**config.mk**
```make
export PLATFORM = sky130hd
export DESIGN_NAME = wrw_div
export DESIGN_NICKNAME = d
export VERILOG_FILES = /design/src/hw/rtl/wrw_pkg.sv /design/src/hw/rtl/wrw_div.sv
export SDC_FILE = /design/constraint.sdc
export NUM_CORES = 1
export LEC_CHECK = 0
export ABC_AREA = 1
export BUFFER_PORTS_ARGS = -buffer_cell sky130_fd_sc_hd__buf_2
export CAP_MARGIN = 10
export CORE_ASPECT_RATIO = 0.6
export CORE_MARGIN = 2
export CORE_UTILIZATION = 60
export DETAILED_ROUTE_END_ITERATION = 12
export PLACE_DENSITY = 0.86
export SYNTH_ARGS = -nofsm -noshare
export SYNTH_HDL_FRONTEND = slang
export SYNTH_SLANG_ARGS = --single-unit
```
**constraint.sdc**
```tcl
create_clock -name clk -period 4.48 [get_ports clk]
set_input_delay 0 -clock clk [delete_from_list [all_inputs] [get_ports clk]]
set_output_delay 0 -clock clk [all_outputs]
set_load 0.05 [all_outputs]
```
**src/hw/rtl/wrw_pkg.sv**
```systemverilog
// Shared types and constants for the weighted random-walk step engine.
// No dependencies; the interfaces, the divider and the step engine use this package.
`timescale 1ns / 1ps
`default_nettype none
package wrw_pkg;

  localparam int NODE_COUNT    = 4096;
  localparam int EDGE_SLOTS    = 65536;
  localparam int PRODUCT_SLOTS = 16384;

  localparam int NODE_W  = $clog2(NODE_COUNT);
  localparam int EDGE_AW = $clog2(EDGE_SLOTS);
  localparam int PROD_AW = $clog2(PRODUCT_SLOTS);

  localparam int CMD_W     = 2;
  localparam int SLOT_W    = 16;
  localparam int TARGET_W  = 12;
  localparam int WEIGHT_W  = 32;
  localparam int ESTART_W  = 16;
  localparam int ECOUNT_W  = 17;
  localparam int PSTART_W  = 14;
  localparam int PCOUNT_W  = 15;
  localparam int Q16_W     = 16;
  localparam int CFG_IDX_W = 2;

  localparam logic [Q16_W-1:0] CONTINUE_RESET = 16'd63898;  // 0.975
  localparam logic [Q16_W-1:0] RATIO_RESET    = 16'd32768;  // 0.5

  localparam logic [CFG_IDX_W-1:0] CFG_CONTINUE = 2'd0;
  localparam logic [CFG_IDX_W-1:0] CFG_RATIO    = 2'd1;

  localparam logic [CMD_W-1:0] CMD_WRITE_EDGE    = 2'd0;
  localparam logic [CMD_W-1:0] CMD_WRITE_ROW     = 2'd1;
  localparam logic [CMD_W-1:0] CMD_WRITE_PRODUCT = 2'd2;
  localparam logic [CMD_W-1:0] CMD_STEP          = 2'd3;

  // Divider operand widths.
  localparam int DVD_W = 32;
  localparam int DVS_W = 17;

  typedef struct packed {
    logic [ESTART_W-1:0] edge_base;
    logic [ECOUNT_W-1:0] edge_total;
    logic [PSTART_W-1:0] product_base;
    logic [PCOUNT_W-1:0] product_total;
  } row_t;

  typedef struct packed {
    logic [TARGET_W-1:0] target;
    logic [WEIGHT_W-1:0] cum_weight;
  } edge_t;

endpackage
`default_nettype wire

```
**src/hw/rtl/wrw_div.sv**
```systemverilog
// Radix-2 restoring divider, one quotient bit per cycle.
// Depends on wrw_pkg for operand widths.
`timescale 1ns / 1ps
`default_nettype none
module wrw_div (
  input  wire logic                       clk,
  input  wire logic                       rst_n,
  input  wire logic                       start,
  input  wire logic [wrw_pkg::DVD_W-1:0]  dividend,
  input  wire logic [wrw_pkg::DVS_W-1:0]  divisor,
  output logic                            done,
  output logic      [wrw_pkg::DVD_W-1:0]  quotient
);
  import wrw_pkg::*;

  localparam int CNT_W = $clog2(DVD_W + 1);

  logic [DVD_W-1:0] dvd_r;
  logic [DVS_W-1:0] dvs_r;
  logic [DVS_W-1:0] rem_r;
  logic [CNT_W-1:0] cnt_r;
  logic             busy_r;
  logic             done_r;
  logic [DVS_W:0]   trial;
  logic             fits;

  assign trial = {rem_r, dvd_r[DVD_W-1]};
  assign fits  = trial >= {1'b0, dvs_r};

  always_ff @(posedge clk) begin
    if (!rst_n) begin
      busy_r <= 1'b0;
      done_r <= 1'b0;
      cnt_r  <= '0;
    end else begin
      done_r <= 1'b0;
      if (start) begin
        busy_r <= 1'b1;
        cnt_r  <= CNT_W'(DVD_W);
      end else if (busy_r) begin
        cnt_r <= cnt_r - 1'b1;
        if (cnt_r == CNT_W'(1)) begin
          busy_r <= 1'b0;
          done_r <= 1'b1;
        end
      end
    end
  end

  always_ff @(posedge clk) begin
    if (start) begin
      dvd_r <= dividend;
      dvs_r <= divisor;
      rem_r <= '0;
    end else if (busy_r) begin
      rem_r <= fits ? DVS_W'(trial - {1'b0, dvs_r}) : trial[DVS_W-1:0];
      dvd_r <= {dvd_r[DVD_W-2:0], fits};
    end
  end

  assign done     = done_r;
  assign quotient = dvd_r;
endmodule
`default_nettype wire

```
==> results of run 1 <==
[sequential cells by signal (all words and copies together), names as in the netlist]
| signal | cells |
|---|---|
| cnt_r | 6 |
| dvs_r | 17 |
| busy_r | 1 |
| rem_r | 17 |
| quotient | 32 |
| done | 1 |
[per-stage QoR]
step | instance area, um2 | power [W]
6_report | 5534 | 0.001882
5_1_grt | 5534 | 0.001937
4_1_cts | 5534 | 0.001866
3_5_place_dp | 4752 | 0.001143
3_3_place_gp | 4752 | 0.001137
2_1_floorplan | 4323 | 0.001053
[worst paths after layout]
path,startpoint,end,slack (ps),cells after the start
setup / recovery,dvs_r[11],rem_r[10],1790,14
setup reg to reg,dvs_r[11],rem_r[10],1790,14
hold / removal,dividend[0],quotient[0],30,3
hold reg to reg,rem_r[11],rem_r[11],470,2
[cell families after synthesis]
family,synth area share [%]
adder cells (fa/ha/maj),5.962
AND/OR/NAND/NOR,32.71
flip-flops,45.62
AO/OA/AOI/OAI,3.704
buffers and inverters,10.39
XOR/XNOR,1.621
[power by group]
group / leakage (nW) / switching, W / internal, W
clock network: 0.141 / 0.000285 / 0.000418
registers: 0.697 / 0.0000269 / 0.000786
logic: 2.05 / 0.000252 / 0.000114
total: 2.89 / 0.000563 / 0.00132
[routing by layer]
layer	wire length [um]	GRT usage, %
met5	0	0
met4	454	13.55
met3	1183	8.829
met2	5339	48.24
met1	5083	42.89
[critical path, stage by stage (launching register included)]
cell and delay, ps:
edfxtp_1 330, inv_1 40, ha_1 380, nand2_1 130, nand2_1 70, nand2_1 60, nand2_1 70, nand2_1 60
nand2_1 50, nor2_2 440, buf_4 290, nand2_2 270, nand3_1 230, nand3_1 100, nand2_1 100
[cells in the mapped netlist (7+ instances only)]
master | number | area, um2
nand2_2 | 7 | 43.79
nand3_1 | 45 | 225.2
edfxtp_1 | 49 | 1471
nand2_1 | 218 | 818.3
nor2_1 | 21 | 78.83
nand3_2 | 9 | 90.09
ha_1 | 19 | 237.7
inv_1 | 85 | 319.1
dfxtp_1 | 25 | 500.5
o21ai_0 | 11 | 55.05
clkbuf_1 | 8 | 30.03
a21oi_1 | 13 | 65.06
[layout make-up]
| class | count | area (um2) |
|---|---|---|
| multi-input cells | 382 | 1902 |
| inverters | 87 | 326.6 |
| clock inverters | 4 | 25.02 |
| fillers | 449 | 1286 |
| well taps | 87 | 108.9 |
| repair buffers | 136 | 933.4 |
| clock buffers | 12 | 266.5 |
| flip-flops and latches | 74 | 1972 |
==> flow_results.org, run 1 <==
** Detailed routing
- Per-cell via count in the routed design :: between 5 and 6
- After detailed routing, the number of remaining DRC violations is 0.
- Routed length per instance :: 15.42 um
- First-pass iteration count of the detailed router :: 7
- Routed vias :: approximately 4200
- Drt initial violations :: 397
- Total wirelength of the detailed-routed design :: around 12000 um
- ANT nets after route :: 0

** Power and ir drop
- In this run the static leakage power is slightly below 3 nW.
- Power density relative to cell area :: approximately 340 nW/um2
- The worst-case IR drop observed on VDD is approximately 370 uV.

** Synthesis
- Post-Syn Area :: between 4000 and 5000 um2
- FF+latch count, synth :: 74
- For this run, asynchronously set or reset flops after synthesis account for 0%.
- Synthesis produced 558 cells.
- The Yosys step of the flow raised 0 warnings.
- Proportion of synthesized chip area in sequential cells :: between 40% and 50%
- Yosys mapped a number of flops with a built-in enable equal to 49.
- Synth cell types :: 34
- Ys flop type :: edfxtp_1
- A synthesized cell averages 7.747 um2.
- The number of nets handed over by synthesis was 630.

** GRT
- GRT Residual Overflow :: 0
- Total routing resource utilization after global routing :: 31.75%
- Maximum number of pins on one net before global-route repair :: 39
- Vias in the first global route :: about 4000
- The number of antenna violations at the first check in global routing is 0.
- Global-route wire length before repair :: between 15000 and 20000 um

** Layout
- Nets :: 762
- Layout cells sized above 1 :: between 10% and 20%
- 0 antenna diodes ended up in the layout.
- Number of cells in the finished layout apart from fillers :: between 700 and 800
- Compared with the post-synthesis result, the final layout area differs by 28.02%.
- Leaving out fill and tap cells, the most frequent cell in the layout is nand2_1.
- Layout Utilization :: roughly 80%
- Most used cells in the layout excluding fill and tap cells :: 218 x nand2_1, 85 x inv_1, 84 x buf_2

** STA
- The count of final max-slew check failures was 0.
- Setup_tns :: 0 ps
- Setup repair after global routing left no endpoint under its margin.
- Fraction of the cycle the final worst path needs :: about three fifths
- Slew at the pin with the worst max-slew slack :: 988.6 ps
- Max transition margin :: around 34%
- Clock skew on the completed layout was measured at roughly 9.7 ps.
- On the final layout, the worst hold slack is approximately 35 ps.
- In the post-route analysis, the smallest setup slack over all paths is between 1500 and 2000 ps.
- Highest clock frequency the design can meet :: roughly 0.37 GHz
- Hold Fails Final Rpt :: 0
- Setup violations remaining at the end of the flow were counted as 0.
- Counting I/O delays and the setup requirement, the final critical path takes roughly 2700 ps.

** Run
- Max Cap Viol :: 0

** Critical path
- By startpoint and endpoint, the worst setup path is classified as reg2reg.
- Worst setup SP type :: flip-flop
- Arrival time at the worst endpoint :: roughly 3000 ps
- Nature of the critical path endpoint :: flip-flop
- For the worst setup path, the data required time is about 4800 ps.
- In this run the worst path has a maximum fanout of 16.

** Placement
- Count of port buffers added during placement :: 84
- Placed Instances :: around 720
- HPWL after detailed placement :: around 7700 um
- Prior to clock tree synthesis, the placed netlist has a worst setup slack of 1907 ps.
- At the end of routability-driven placement, the weighted congestion stood at 1.013.

** CTS
- Clock latency at the later pin of the worst-skew pair :: 340 ps
- Cell at the root of the clock tree :: clkbuf_16
- Clock-pin slew of the registers on the worst-case setup and hold paths :: about 60 ps
- Number of buffers inserted by hold repair at cts :: roughly 50
- Number of buffers inserted during clock tree synthesis :: 9
- The tree built by TritonCTS fans out to 74 sinks.
- TritonCTS clock tree :: built
- Max H-tree Level :: 3
- In this run the deepest clock path goes through 2 buffers.
- Post-CTS timing repair inserted 0 buffers for setup.
- Gates resized, CTS repair :: 0

** Die
- Die Height :: 69.75 um
- The die is 113.6 um wide.
- Core area :: around 6800 um2
- For this configuration, the core starts out at a cell density of 63.38%.
- During I/O placement, the number of pins put on the boundary was between 80 and 90.
- Overall die area :: 7922 um2
- Standard-cell rows :: 23

** Worst hold path
- Class of the tightest hold or removal check :: in2reg

** Outcome
- The flow ran to the end, and the final reports show no timing, DRC or antenna violations.
Note: power is estimated with default switching activity, not from simulation.
==> run 2: changes to the inputs <==
ABC_AREA = 0   (was 1)
CORE_UTILIZATION = 55   (was 60)
PLACE_DENSITY = 0.81   (was 0.86)
clock period = 2.8 ns   (was 4.48 ns; I/O delays follow)
==> run 2 against run 1 <==
  * The flow now finishes with violations (negative setup slack)
  * Synthesized area decreased by 9.6%
  * Worst setup slack got worse by 1800 ps
  * Clock skew increased by 3.3 ps
  * Utilization decreased by 1.2 points
  * Final area decreased by 2.3%
  * Register-to-register slack got worse by 1800 ps
  * Cell count decreased by 24%
  * Critical path depth decreased by 5
  * Non-clock buffer count increased by 14
  * Synthesized cell count decreased by 37%
  * Sequential share of layout area increased by 0.83 points
==> flow_results.org, run 2 <==
** Synthesis
- Of all cell types, the one taking the most synthesized area is edfxtp_1.
- The xor and xnor area share after synthesis was 3.586% (+2.0 points).
- Most frequent cell after synthesis :: edfxtp_1
- The total number of yosys warnings came to 0 (unchanged).
- The number of different library cells in the post-synthesis netlist is 52 (+53%).
- The sequential share of the synthesized area is 50.46% (+4.8 points).
- The simple-gate share of the synthesized area is 11.34% (-21 points).
- The most used flip-flop cell after synthesis is edfxtp_1.
- By area the synthesized netlist is led by edfxtp_1 38%, dfxtp_1 13%, mux2_2 9.2%.
- The area fraction in compound gates after synthesis came to 12.42% (+8.7 points).
- The number of flip-flops and latches in the synthesized netlist came to 74 (unchanged).
- The number of flops mapped to enable cells by yosys is 49 (unchanged).
- Leading post-synthesis cells by instance count :: 49 x edfxtp_1, 32 x mux2_2, 30 x nor2_1
- The number of nets in the synthesized netlist is 423 (-33%).
- The number of cells produced by synthesis was 351 (-37%).
- The share of the synthesized area in the top cell type was 37.66% (+3.6 points).
- Mux contribution to synthesized area :: 11.53% (+12 points)
- The post-synthesis instance area came to 3907 um2 (-9.6%).
- Per-instance average area after synthesis :: 11.13 um2 (+44%)
- Adder-Cell Fraction of Synth Area :: 6.596% (+0.63 points)
- The fraction of registers with async set/reset is 0% (unchanged).
- After synthesis, the largest family of logic cells by area is compound AO/OA/AOI/OAI gates.

** Power and ir drop
- The standby leakage power was 2.268 nW (-21%).
- The proportion of power drawn by flip-flops and latches came to 38.6% (-4.6 points).
- Net switching fraction of the power :: 31.05% (+1.1 points)
- Power density relative to cell area :: 636.9 nW/um2 (+87%)
- The relative contribution of the clock network to total power came to 38.2% (+0.8 points).
- The worst vdd rail ir drop came to 486.6 uV (+33%).
- The switching power total is 0.001069 W (+90%).
- Cell-internal power :: 0.002375 W (+80%)
- Total power of the final layout :: 0.003444 W (+83%)
- The proportion of power drawn by combinational gates is 23.2% (+3.8 points).

** STA
- The time the worst path needs with I/O delays and setup is 2861 ps (+168.4 ps).
- The count of final hold-check violations came to 0 (unchanged).
- The final cycle utilization of the critical path is 102.2% (+42 points).
- Min Hold Slack :: 155.4 ps (+120.9 ps)
- Setup_tns :: -154.5 ps (-154.5 ps)
- Count of endpoints failing setup in the final report :: 5 (+5)
- Final worst slack :: -61.49 ps (-1848 ps)
- Slew at the pin with the worst max-slew slack :: 632.4 ps (-356.2 ps)
- Worst Clk Skew :: 12.98 ps (+3.266 ps)
- Number of pins exceeding their max-slew limit in the final report :: 0 (unchanged)
- The achievable frequency is 0.3495 GHz (-5.9%).
- Max transition margin :: 57.68% (+24 points)

** Placement
- The total cell area at the placement stage is 4473 um2 (-5.9%).
- Routability congestion estimate from global placement :: 0.9594 (-5.3%)
- HPWL after detailed placement :: 6580 um (-14%)
- Minimum setup slack after placement :: 100.1 ps (-1807 ps)
- Count of port buffers added during placement :: 84 (unchanged)

** GRT
- Global-route wire length before repair :: 20180 um (+4.9%)
- GRT Residual Overflow :: 0 (unchanged)
- Vias in the first global route :: 3663 (-7.3%)
- Maximum number of pins on one net before global-route repair :: 33 (-15%)
- The global router's overall resource usage was 33.84% (+2.1 points).
- Initial antenna violation count :: 0 (unchanged)

** Critical path
- The largest stage delay on the critical path came to 470 ps (+30 ps).
- The most critical setup path has its endpoint at rem_r[5].
- The worst-path maximum fanout was 7 (-9).
- Traced cell by cell, the critical path runs through inv_1 -> ha_1 -> buf_4 -> a21oi_1 -> a21oi_1 -> nor4_4 -> a21oi_2 -> mux2i_1 -> a211oi_1.
- The startpoint identified for the worst register-to-register timing path is dvs_r[10].
- Minimum setup slack among reg-to-reg paths :: -60 ps (-1850 ps)
- STA classifies the critical path startpoint as a flip-flop.
- The cell that appears most often on the critical path is a21oi_1.
- End of the worst register-to-register path :: rem_r[5]
- The data arrival at the endpoint of the critical path was 3110 ps (+140 ps).
- STA classifies the critical path endpoint as a flip-flop.
- The most critical setup path has its startpoint at dvs_r[10].
- The required time at the worst-slack endpoint came to 3050 ps (-1710 ps).
- The worst reg-to-reg path cell count is 9 (-5).
- For this design, the slowest cell found on the critical path is nor4_4.
- The worst setup path is of the reg2reg kind.

** Layout
- The library cells used most frequently in the layout, excluding fill and tap cells, are 84 x buf_2, 50 x dlygate4sd3_1, 49 x edfxtp_1.
- Sequential cell area in the final layout :: 1972 um2 (unchanged)
- Number of fill cells in the layout :: 313 (-30%)
- Area of all placed cells without fillers :: 5408 um2 (-2.3%)
- The library cell used most frequently in the layout, excluding fill and tap cells, is buf_2.
- Signed area change from the synthesized netlist to the final layout :: 38.39%
- Largest register FFs :: 32 (unchanged)
- The number of diodes came to 0 (unchanged).
- The area used by multi-input combinational logic came to 1862 um2 (-2.1%).
- Nets :: 571 (-25%)
- Layout cells sized above 1 :: 32.54% (+14 points)

** Die
- Standard-cell rows :: 23 (unchanged)
- The number of I/O pins is 85 (unchanged).
- The starting utilization of the core area is 57.78% (-5.6 points).
- The die boundary height was 69.29 um (-0.66%).
- Core area :: 6763 um2 (-0.84%)
- The die area is 7817 um2 (-1.3%).
- The width of the chip was 112.8 um (-0.67%).

** Outcome
- The final reports fail on negative setup slack.
- The run finished, with violations left.

** Detailed routing
- The number of vias in the routed layout is 3746 (-10%).
- Routed length per instance :: 23.31 um (+51%)
- First-pass iteration count of the detailed router :: 8 (+1)
- Per-cell via count in the routed design :: 6.338 (+18%)
- ANT nets after route :: 0 (unchanged)
- Drt initial violations :: 510 (+28%)
- The DRC violations left is 0 (unchanged).
- Total wirelength of the detailed-routed design :: 13780 um (+14%)

** CTS
- The CTS sink count is 74 (unchanged).
- Max H-tree Level :: 3 (unchanged)
- Clock Tree Buf Depth :: 2 (unchanged)
- The clock-pin transition on the worst setup and hold timing paths was 60 ps (about the same).
- In this run the clock root is driven by a clkbuf_16.
- TritonCTS built the clock tree.
- The insertion delay to the later sink of the worst-skew pair is 350 ps (about the same).
- Number of buffers inserted during clock tree synthesis :: 9 (unchanged)

** Run
- The total of max-cap violations came to 0 (unchanged).

** Worst hold path
- The cell depth of the worst min-delay path came to 1 (-2).
- Class of the tightest hold or removal check :: in2reg
==> run 2: what timing repair did <==
action	in CTS	in global routing
hold endpoints to repair	51	0
gates resized for setup	0	12
hold buffers	50	0
setup buffers	0	2
endpoints found under the setup margin	0	16
==> run 2: cell families (layout without fill, tap and decap cells) <==
kind of cell    count (synthesis)  in the layout
compound gates                 68             70
xor+xnor                       16             16
fa+ha+maj                      20             20
buf+inv                        39            190
flops                          74             74
mux                            41             41
simple gates                   93             93
==> run 2: area by class of cell <==
class                      count  area share, %
multi-input combinational    240          34.43
inverter                      24          1.666
clock buffer                  10          4.419
sequential                    74          36.46
clock inverter                 6          1.758
timing repair buffer         150          19.25
tap                           87          2.013
==> run 2: how the worst min path moves through the flow <==
stage | start | slack [ps] | to
after floorplan | divisor[0] | 100 | dvs_r[0]
after global routing | start | 160 | dvs_r[6]
after global placement | divisor[1] | 180 | dvs_r[1]
after detailed placement | divisor[12] | 180 | dvs_r[12]
after CTS | start | 120 | dvs_r[6]
final | start | 160 | dvs_r[6]
==> run 2: power groups by stage <==
stage	logic [W]	registers, W	clock network, W
after floorplan	0.000298	0.00150	0
after global placement	0.000628	0.00133	0
after detailed placement	0.000644	0.00134	0
after CTS	0.000705	0.00132	0.00129
after global routing	0.000829	0.00133	0.00137
final	0.000798	0.00133	0.00132
==> run 2: critical path: cells and delay by family, from the launching register on <==
kind                       cells  cell delay, ps
and+or+nand+nor                1             470
DFF                            1             420
buffers and inverters          2             280
adders and majority gates      1             250
AOI/OAI and AO/OA              4            1150
muxes                          1             200
==> run 2: per-stage QoR <==
stage	cells	utilization [%]
2_1_floorplan	351	-
3_3_place_gp	521	66.14
3_5_place_dp	521	66.14
4_1_cts	587	78.48
5_1_grt	591	79.96
6_report	591	79.96
==> run 2: layer usage <==
layer / global-route usage (%) / vias up / share of wire (%)
li1: - / 1599 / -
met1: 43.91 / 1713 / 37
met2: 53.23 / 373 / 46
met3: 11.28 / 61 / 14
met4: 12.20 / 0 / 3.6
met5: 0 / - / 0
