==> config.mk <==
export PLATFORM = sky130hd
export DESIGN_NAME = wrw_ram
export DESIGN_NICKNAME = d
export VERILOG_FILES = /design/src/hw/rtl/wrw_ram.sv
export SDC_FILE = /design/constraint.sdc
export NUM_CORES = 1
export LEC_CHECK = 0
export ABC_AREA = 1
export BUFFER_PORTS_ARGS = -buffer_cell sky130_fd_sc_hd__buf_2
export CORE_ASPECT_RATIO = 2
export CORE_UTILIZATION = 55
export CTS_CLUSTER_DIAMETER = 200
export DETAILED_ROUTE_END_ITERATION = 16
export PLACE_DENSITY = 0.7
export SYNTH_ARGS = -nofsm -noshare
export SYNTH_HDL_FRONTEND = slang
export SYNTH_SLANG_ARGS = --single-unit
==> constraint.sdc <==
create_clock -name clk -period 1.35 [get_ports clk]
set_input_delay 0.0675 -clock clk [delete_from_list [all_inputs] [get_ports clk]]
set_output_delay 0.0675 -clock clk [all_outputs]
set_load 0.05 [all_outputs]
==> src/hw/rtl/wrw_ram.sv <==
// Generic single-write, single-read synchronous RAM with registered read data.
// No dependencies.
`timescale 1ns / 1ps
`default_nettype none
module wrw_ram #(
  parameter int WIDTH = 8,
  parameter int DEPTH = 16
) (
  input  wire logic                     clk,
  input  wire logic                     we,
  input  wire logic [$clog2(DEPTH)-1:0] waddr,
  input  wire logic [WIDTH-1:0]         wdata,
  input  wire logic                     re,
  input  wire logic [$clog2(DEPTH)-1:0] raddr,
  output logic      [WIDTH-1:0]         rdata
);
  logic [WIDTH-1:0] mem [DEPTH];

  always_ff @(posedge clk) begin
    if (we) begin
      mem[waddr] <= wdata;
    end
    if (re) begin
      rdata <= mem[raddr];
    end
  end
endmodule
`default_nettype wire

==> results of run 1 <==
==> synthesized netlist by cell type <==
cell type / instances
edfxtp_1: 136
buf_4: 4
nand3_1: 97
inv_2: 2
buf_6: 6
nand2_1: 173
buf_2: 13
nor2_1: 17
inv_1: 100
buf_1: 1
nand3b_1: 2
==> worst min-delay path by stage <==
stage | endpoint | slack [ns] | startpoint | depth (start not counted)
2_1_floorplan | mem[0][0]$_DFFE_PP_ | 0.17 | wdata[0] | 0
3_3_place_gp | rdata[5]$_DFFE_PP_ | 0.45 | re | 1
3_5_place_dp | rdata[5]$_DFFE_PP_ | 0.45 | re | 1
4_1_cts | rdata[5]$_DFFE_PP_ | 0.02 | re | 1
5_1_grt | rdata[5]$_DFFE_PP_ | 0.03 | re | 1
6_report | rdata[5]$_DFFE_PP_ | 0.03 | re | 1
==> cell families after synthesis <==
| logic type | Yosys count |
|---|---|
| flip-flops | 136 |
| AND/OR/NAND/NOR | 289 |
| buffers and inverters | 126 |
==> per-stage QoR <==
| stage | power, W | hold slack, ns | area [sq um] | worst slack [ns] | instances |
|---|---|---|---|---|---|
| 3_5_place_dp | 0.00553 | 0.450 | 6200 | 0.0652 | 711 |
| 5_1_grt | 0.0103 | 0.0265 | 6790 | 0.101 | 743 |
| 6_report | 0.00994 | 0.0335 | 6790 | 0.151 | 743 |
| 3_3_place_gp | 0.00552 | 0.452 | 6200 | 0.0882 | 711 |
| 2_1_floorplan | 0.00527 | 0.166 | 5850 | 0.332 | 551 |
| 4_1_cts | 0.0100 | 0.0214 | 6790 | 0.149 | 743 |
==> final cells by class <==
cell class,instances,area share [%]
Sequential cell,136,60.2
Multi-Input combinational cell,289,17.9
Clock buffer,17,6.27
Inverter,102,5.64
Timing Repair Buffer,49,5.20
Tap cell,135,2.49
Clock inverter,15,2.36
==> critical path: cells and delay by family, from the launching register on <==
family	cells	cell delay [ns]
buf+inv	1	0.06
simple gates	5	0.50
flops	1	0.38
==> state kept, by name (all words and copies together), names as in the netlist <==
register,flops
mem,128
rdata,8
==> per-layer routing <==
layer | GRT usage [%] | routed length [um] | vias to the layer above
met5 | 0 | 0 | -
met3 | 6.07 | 699 | 32
met1 | 30.2 | 4550 | 1857
li1 | - | - | 1872
met2 | 45.7 | 7120 | 156
met4 | 15.2 | 591 | 0
==> power by group through the flow <==
stage,Sequential (W),Clock [W],Combinational (W)
floorplan,0.00494,0,0.000333
global placement,0.00487,0,0.000647
detailed placement,0.00487,0,0.000658
CTS,0.00479,0.00456,0.000661
global route,0.00479,0.00475,0.000723
finish,0.00479,0.00450,0.000657
==> run metrics, run 1 <==
DRC viols=0; Avg Inst Size Synth=10.6 sq um; Critical Path RT=1.51 ns; startpoint types=register; max-capacitance violation count=0; CP max FO=1; Post-Syn Nets=570; PostCTS Resize Cnt=0; Post-Synth Simple-Gate Area=20.8%; register area share after synthesis=69.8%; slowest CP cell=edfxtp_1; CTS tree=built; Row Count=52; Slew @ Worst Pin=between 0.5 and 0.6 ns; Compound-Gate Fraction of Synth Area=0%; Clock Sinks=136; Clock transition at path regs=0.06 ns; largest area contributor in the netlist=edfxtp_1; CTS root buf=clkbuf_16; synth unique cells=11; Seq pwr share=48.1%; Layout fillers=approximately 800; Multi-input gate area=1210 sq um; Logic pwr share=under 10%; Crit path largest cell delay=~0.38 ns; DRT iter0 DRCs=approximately 280; commonest non-fill, non-tap cell in the layout=nand2_1; grt total ovfl=0; clk buf depth=2; antenna fix cells=0; # Post-CTS Setup Buffers=0; largest family of logic cells by synthesized area=simple AND/OR/NAND/NOR gates; Worst Reg-to-Reg Cells=6; first-pass GRT wire length=20.7 mm; full die area=roughly 11,000 sq um; per-cell routed wire length=~17 um; Synth Area in XOR/XNOR=0%; Cell Int Power=0.00781 W; vias in the first global route=3,960; I/O Pins=27; P&R area growth vs syn=16.1%; worst clock skew=0.00752 ns; Area contributors post-synth=edfxtp_1 70%, nand2_1 11%, nand3_1 8.3%; ratio of cells with drive above 1 in the final layout=approximately an eighth; H-tree depth=4; register area=between 4000 and 5000 sq um; total CTS buffers=17; Sw Share=21.5%; PortBufs=26; synthesized flop and latch total=about 140; clock share of power=45.2%; Yosys top cell area share=69.8%; worst skew pair latency=0.41 ns; Mapped Area=5850 sq um; Initial Util=57.2%; run status=completed; dpl hpwl=8.74 mm; Crit. End Element=register; drt pass-1 iters=5; Worst VDD drop=1.52 mV; Static Leak=2.95 nW; Switch Pwr=approximately 0.0021 W; R2R Setup Slk=roughly 0.15 ns; worst-path cell chain=inv_1, nand2_1, nand3_1, nand3_1, nand3_1, nand2_1; most frequent cells in the layout=173 x nand2_1, 136 x edfxtp_1, 100 x inv_1, 97 x nand3_1, 26 x buf_2; core area=between 10,000 and 15,000 sq um; via count=3,917; CP arrival=1.36 ns; RSZ-0062 raised after global routing=no; crit path launch=mem[3][7]$_DFFE_PP_; worst flop-to-flop path startpoint=mem[3][7]$_DFFE_PP_; Routed Antenna Nets=0; cts hold-fix bufs=0; GRT Total Usage=between 20% and 30%; fmax=between 800 and 900 MHz; adder-cell share of the synthesized area=0%; initial antenna violation count=0; Total Wirelength=13.0 mm; post-route setup TNS=0 ns; fin crit share=roughly nine tenths; PwrDens=1460 nW/um^2; reg-to-reg endpoint=rdata[7]$_DFFE_PP_; largest net degree at the start of global routing=47; relative slew slack=~61%; final hold violations=0; Die Wd=roughly 75 um; post-synthesis mux area share=0%; die height=148 um; Vias per Instance=5.27; Tmin final=1.20 ns; CP dominant cell by count=nand3_1; final setup vio count=0; Setup CP Type=reg -> reg; Setup crit end=rdata[7]$_DFFE_PP_; Final GP Congestion=between 0.8 and 0.9; Tightest Hold Check Type=in -> reg; final core occ=66.5%; post-synthesis instance total=551; Nets=614; max-slew violation count=0; Ys Warns=0
(Power assumes the default switching activity.)
==> run 2: changes to the inputs <==
--- a/config.mk
+++ b/config.mk
@@ -7,7 +7,7 @@
 export LEC_CHECK = 0
 export ABC_AREA = 1
 export BUFFER_PORTS_ARGS = -buffer_cell sky130_fd_sc_hd__buf_2
-export CORE_ASPECT_RATIO = 2
+export CORE_ASPECT_RATIO = 0.6
 export CORE_UTILIZATION = 55
 export CTS_CLUSTER_DIAMETER = 200
 export DETAILED_ROUTE_END_ITERATION = 16
==> run 2 against run 1 <==
  * Routed wire length rose by 6.4%
  * Final cell count fell by 0.27%
  * Via count rose by 1.2%
  * Combinational power rose by 0.9%
  * Global-route usage rose by 0.66 points
  * Final area rose by 0.72%
  * Utilization rose by 1.3 points
  * Hold slack got worse by 0.020 ns
  * Critical path depth did not move
  * Fmax rose by 0.34%
  * Power rose by 6.9%
==> run metrics, run 2 (synthesis results as in run 1) <==
run status=completed; Static Leak=2.97 nW (+0.81%); Worst Path Buf+Inv=1 (unchanged); worst-path cell chain=inv_1, nand2_1, nand3_1, nand3_1, nand3_1, nand2_1; Sw Share=21.3% (-0.18 points); Routed Antenna Nets=0 (unchanged); largest net degree at the start of global routing=65 (+38%); PnR Total Power=0.0106 W (+6.9%); final setup vio count=0 (unchanged); DRT iter0 DRCs=573 (+100%); reg-to-reg endpoint=rdata[0]$_DFFE_PP_; max-capacitance violation count=0 (unchanged); Critical Path RT=1.53 ns (+0.02 ns); max-slew violation count=0 (unchanged); Worst VDD drop=1.34 mV (-12%); CP max FO=1 (unchanged); CP arrival=1.38 ns (+0.02 ns); total CTS buffers=17 (unchanged); commonest non-fill, non-tap cell in the layout=nand2_1; worst skew pair latency=0.42 ns (about the same); clk buf depth=2 (unchanged); crit path launch=mem[0][0]$_DFFE_PP_; RSZ-0062 raised after global routing=no; Seq pwr share=45.0% (-3.1 points); fin crit share=88.5% (-0.30 points); Largest register FFs=128 (unchanged); startpoint types=register; Nets=613 (-0.16%); worst clock skew=0.00391 ns (-0.00362 ns); per-cell routed wire length=18.6 um (+6.7%); PortBufs=26 (unchanged); R2R Setup Slk=0.15 ns (about the same); full die area=11,100 sq um (about the same); CTS tree=built; H-tree depth=4 (unchanged); Crit. End Element=register; Clock Sinks=136 (unchanged); relative slew slack=58.5% (-2.5 points); first-pass GRT wire length=21.3 mm (+3.0%); Final GP Congestion=0.827 (-7.9%); clock share of power=48.7% (+3.5 points); worst flop-to-flop path startpoint=mem[0][0]$_DFFE_PP_; Vias per Instance=5.35 (+1.5%); GRT Total Usage=27.6% (+0.66 points); Tmin final=1.20 ns (-0.00411 ns); Setup crit end=rdata[0]$_DFFE_PP_; DRC viols=0 (unchanged); Regs by FF count=mem x128, rdata x8; Worst Reg-to-Reg Cells=6 (unchanged); slowest CP cell=edfxtp_1; Top delay family on crit path=simple AND/OR/NAND/NOR gates; # Post-CTS Setup Buffers=0 (unchanged); ratio of cells with drive above 1 in the final layout=12.9% (-0.12 points); vias in the first global route=3,752 (-5.3%); Die Wd=135 um (+80%); grt total ovfl=0 (unchanged); Layout fillers=766 (-4.1%); post-route setup TNS=0 ns (unchanged); final hold violations=0 (unchanged); initial antenna violation count=0 (unchanged); Initial Util=57.9% (+0.71 points); Setup CP Type=reg -> reg; most frequent cells in the layout=173 x nand2_1, 136 x edfxtp_1, 100 x inv_1, 97 x nand3_1, 26 x buf_2; CTS root buf=clkbuf_16; PostCTS Resize Cnt=0 (unchanged); Clock transition at path regs=0.06 ns (about the same); dpl hpwl=8.32 mm (-4.8%); drt pass-1 iters=5 (unchanged); Switch Pwr=0.00226 W (+6.0%); Total Wirelength=13.8 mm (+6.4%); CP dominant cell by count=nand3_1; Logic pwr share=6.2% (-0.4 points); Largest Register=mem; die height=81.9 um (-45%); P&R area growth vs syn=16.9%; Cell Int Power=0.00837 W (+7.2%); core area=10,100 sq um (-1.2%); fmax=837 MHz (+0.34%); PwrDens=1550 nW/um^2 (+6.2%); Slew @ Worst Pin=0.621 ns (+0.0367 ns); Tightest Hold Check Type=in -> reg; CP Depth=6 (unchanged); Row Count=28 (-46%); cts hold-fix bufs=0 (unchanged); Crit path largest cell delay=0.36 ns (-0.02 ns); via count=3,965 (+1.2%); antenna fix cells=0 (unchanged); I/O Pins=27 (unchanged)
## run 2: layout make-up
type                            instances  area (sq um)  area share [%]
Clock buffer                           17           425            6.22
Clock inverter                         14           229            3.35
Inverter                              102           383            5.60
Multi-Input combinational cell        289          1210            17.8
Sequential cell                       136          4080            59.7
Tap cell                              135           169            2.47
Timing Repair Buffer                   48           333            4.87
## run 2: worst min-delay path by stage
stage | startpoint | end | slack [ns] | depth (start not counted)
after CTS | re | rdata[4]$_DFFE_PP_ | 0.008 | 1
final | re | rdata[4]$_DFFE_PP_ | 0.01 | 1
after detailed placement | re | rdata[4]$_DFFE_PP_ | 0.44 | 1
after global placement | re | rdata[4]$_DFFE_PP_ | 0.44 | 1
after floorplan | wdata[0] | mem[0][0]$_DFFE_PP_ | 0.17 | 0
after global routing | re | rdata[4]$_DFFE_PP_ | 0.006 | 1
## run 2: routing by layer
metal	wire (um)	track usage (%)	up-vias
met5	0	0	-
met4	124	7.98	0
met3	1240	6.17	10
met2	5890	38.7	206
met1	6520	42.8	1883
li1	-	-	1866
## run 2: per-stage QoR
step | cell area (sq um) | hold WS (ns) | util [%] | worst slack (ns) | instances
finish | 6840 | 0.0134 | 67.8 | 0.155 | 741
global route | 6840 | 0.00640 | 67.8 | 0.100 | 741
CTS | 6840 | 0.00758 | 67.8 | 0.172 | 741
detailed placement | 6180 | 0.443 | 61.3 | 0.0215 | 710
global placement | 6180 | 0.443 | 61.3 | 0.0435 | 710
floorplan | 5850 | 0.166 | - | 0.332 | 551
## run 2: power groups by stage
stage,logic [W],registers [W],clock network [W]
after floorplan,0.000333,0.00494,0
final,0.000663,0.00479,0.00518
after global routing,0.000727,0.00479,0.00537
after CTS,0.000660,0.00479,0.00521
after global placement,0.000634,0.00487,0
after detailed placement,0.000652,0.00487,0
==> run 3: changes to the inputs <==
--- a/config.mk
+++ b/config.mk
@@ -8,10 +8,9 @@
 export ABC_AREA = 1
 export BUFFER_PORTS_ARGS = -buffer_cell sky130_fd_sc_hd__buf_2
 export CORE_ASPECT_RATIO = 0.6
-export CORE_UTILIZATION = 55
-export CTS_CLUSTER_DIAMETER = 200
+export CORE_UTILIZATION = 50
 export DETAILED_ROUTE_END_ITERATION = 16
-export PLACE_DENSITY = 0.7
+export PLACE_DENSITY = 0.64
 export SYNTH_ARGS = -nofsm -noshare
 export SYNTH_HDL_FRONTEND = slang
 export SYNTH_SLANG_ARGS = --single-unit
==> constraint.sdc (replaced) <==
create_clock -name clk -period 1.35 [get_ports clk]
set_input_delay 0.135 -clock clk [delete_from_list [all_inputs] [get_ports clk]]
set_output_delay 0.135 -clock clk [all_outputs]
set_load 0.05 [all_outputs]
==> run 3 against run 2 <==
  * The run now ends with design-rule violations left
  * Register-to-register slack improved by 0.11 ns
  * Sequential power hardly changed
  * First-iteration DRC count down 33%
  * Worst setup slack got worse by 0.024 ns
  * Hold slack improved by 0.095 ns
==> run metrics, run 3 (synthesis results as in run 1) <==
run status=finished with violations; failing checks=design-rule violations; final hold violations=0 (unchanged); drt pass-1 iters=11 (+6); dpl hpwl=8.22 mm (-1.2%); Largest Register=mem; reg-to-reg endpoint=rdata[1]$_DFFE_PP_; cts hold-fix bufs=0 (unchanged); max-capacitance violation count=0 (unchanged); Die Wd=142 um (+4.8%); CP arrival=1.08 ns (-0.30 ns); Regs by FF count=mem x128, rdata x8; Critical Path RT=1.22 ns (-0.31 ns); largest net degree at the start of global routing=42 (-35%); first-pass GRT wire length=20.5 mm (-3.7%); Largest register FFs=128 (unchanged); CTS tree=built; PostCTS Resize Cnt=0 (unchanged); Initial Util=51.6% (-6.4 points); post-route setup TNS=0 ns (unchanged); initial antenna violation count=0 (unchanged); PwrDens=1530 nW/um^2 (-1.9%); Tightest Hold Check Type=in -> reg; Clock transition at path regs=0.06 ns (about the same); R2R Setup Slk=0.26 ns (+0.11 ns); fin crit share=90.3% (+1.8 points); Vias per Instance=5.05 (-5.7%); Static Leak=2.99 nW (+0.50%); commonest non-fill, non-tap cell in the layout=nand2_1; worst clock skew=0.00731 ns (+0.00341 ns); Tmin final=1.22 ns (+0.0243 ns); Worst Reg-to-Reg Cells=6 (unchanged); Worst VDD drop=0.896 mV (-33%); clk buf depth=2 (unchanged); CP Depth=1 (-5); Clock Sinks=136 (unchanged); PortBufs=26 (unchanged); CP max FO=1 (unchanged); hold slack=0.108 ns (+0.0951 ns); Crit. End Element=output pin; WHS Path Cells=1 (unchanged); Row Count=30 (+7.1%); full die area=12,100 sq um (+9.8%); total CTS buffers=17 (unchanged); DRC viols=1 (+1); vias in the first global route=3,628 (-3.3%); Total Wirelength=13.1 mm (-5.0%); Worst Path Buf+Inv=1 (unchanged); core area=11,300 sq um (+12%); I/O Pins=27 (unchanged); Final GP Congestion=0.834 (+0.93%); ratio of cells with drive above 1 in the final layout=13.1% (+0.27 points); RSZ-0062 raised after global routing=no; Top delay family on crit path=flip-flops; # Post-CTS Setup Buffers=0 (unchanged); die height=85.8 um (+4.8%); startpoint types=register; GRT Total Usage=23.9% (-3.7 points); antenna fix cells=0 (unchanged); final setup vio count=0 (unchanged); Slew @ Worst Pin=0.663 ns (+0.0420 ns); Setup CP Type=reg -> out; CTS root buf=clkbuf_16; max-slew violation count=0 (unchanged); slowest CP cell=edfxtp_1; via count=3,880 (-2.1%); relative slew slack=55.7% (-2.8 points); crit path launch=rdata[6]$_DFFE_PP_; fmax=820 MHz (-2.0%); Routed Antenna Nets=0 (unchanged); Setup crit end=rdata[6]; grt total ovfl=0 (unchanged); Crit path largest cell delay=0.39 ns (+0.03 ns); worst-path cell chain=buf_2; worst skew pair latency=0.41 ns (about the same); Nets=615 (+0.33%); H-tree depth=4 (unchanged); P&R area growth vs syn=18.0%; most frequent cells in the layout=173 x nand2_1, 136 x edfxtp_1, 100 x inv_1, 97 x nand3_1, 26 x buf_2; per-cell routed wire length=17.0 um (-8.4%); worst flop-to-flop path startpoint=mem[14][1]$_DFFE_PP_; DRT iter0 DRCs=383 (-33%)
==> run 3: cell count changes in the layout (fill, tap and decap cells not counted), sizes merged <==
cell,before,now
clkbuf,17,18
inv,103,102
buf,48,50
clkinv,5,6
==> run 3: worst min-delay path by stage <==
stage,startpoint,end,slack (ns)
floorplan,wdata[0],mem[0][0]$_DFFE_PP_,0.23
global placement,re,rdata[6]$_DFFE_PP_,0.52
detailed placement,re,rdata[6]$_DFFE_PP_,0.52
CTS,re,rdata[5]$_DFFE_PP_,0.09
global route,re,rdata[5]$_DFFE_PP_,0.1
finish,re,rdata[5]$_DFFE_PP_,0.11
==> run 3: metal layers <==
layer	vias to the layer above	share of wire, %	track usage, %
met2	149	45	34.7
met5	-	0	0
met3	16	6.4	5.53
li1	1874	-	-
met1	1841	48	35.5
met4	0	1.1	8.11
==> run 3: metrics by stage <==
step           setup slack, ns  instances  utilization (%)  total power, W  cell area (sq um)
2_1_floorplan            0.264        551                -         0.00527               5850
3_3_place_gp            0.0552        737             55.1         0.00550               6240
3_5_place_dp           0.00968        737             55.1         0.00552               6240
4_1_cts                 0.0959        769             60.9          0.0106               6900
5_1_grt                 0.0891        769             60.9          0.0109               6900
6_report                 0.130        769             60.9          0.0105               6900
==> run 3: worst reg2reg max path, cell delays in order (launching register included) <==
cell and delay [ns]:
edfxtp_1 0.39, inv_1 0.08, nand2_1 0.06, nand3_1 0.07, nand3_1 0.08, nand3_1 0.10, nand2_1 0.07
==> run 3: layout make-up <==
| type | instances | area (sq um) |
|---|---|---|
| Clock buffer | 18 | 429 |
| Clock inverter | 14 | 229 |
| Fill cell | 888 | 4440 |
| Inverter | 102 | 383 |
| Multi-Input combinational cell | 289 | 1210 |
| Sequential cell | 136 | 4080 |
| Tap cell | 160 | 200 |
| Timing Repair Buffer | 50 | 360 |
==> run 3: power breakdown <==
group / switching (W) / internal (W) / total [W] / leakage, nW
clock: 0.00165 / 0.00344 / 0.00510 / 0.313
combinational: 0.000456 / 0.000182 / 0.000639 / 1.44
sequential: 0.0000315 / 0.00476 / 0.00479 / 1.24
total: 0.00214 / 0.00838 / 0.0105 / 2.99
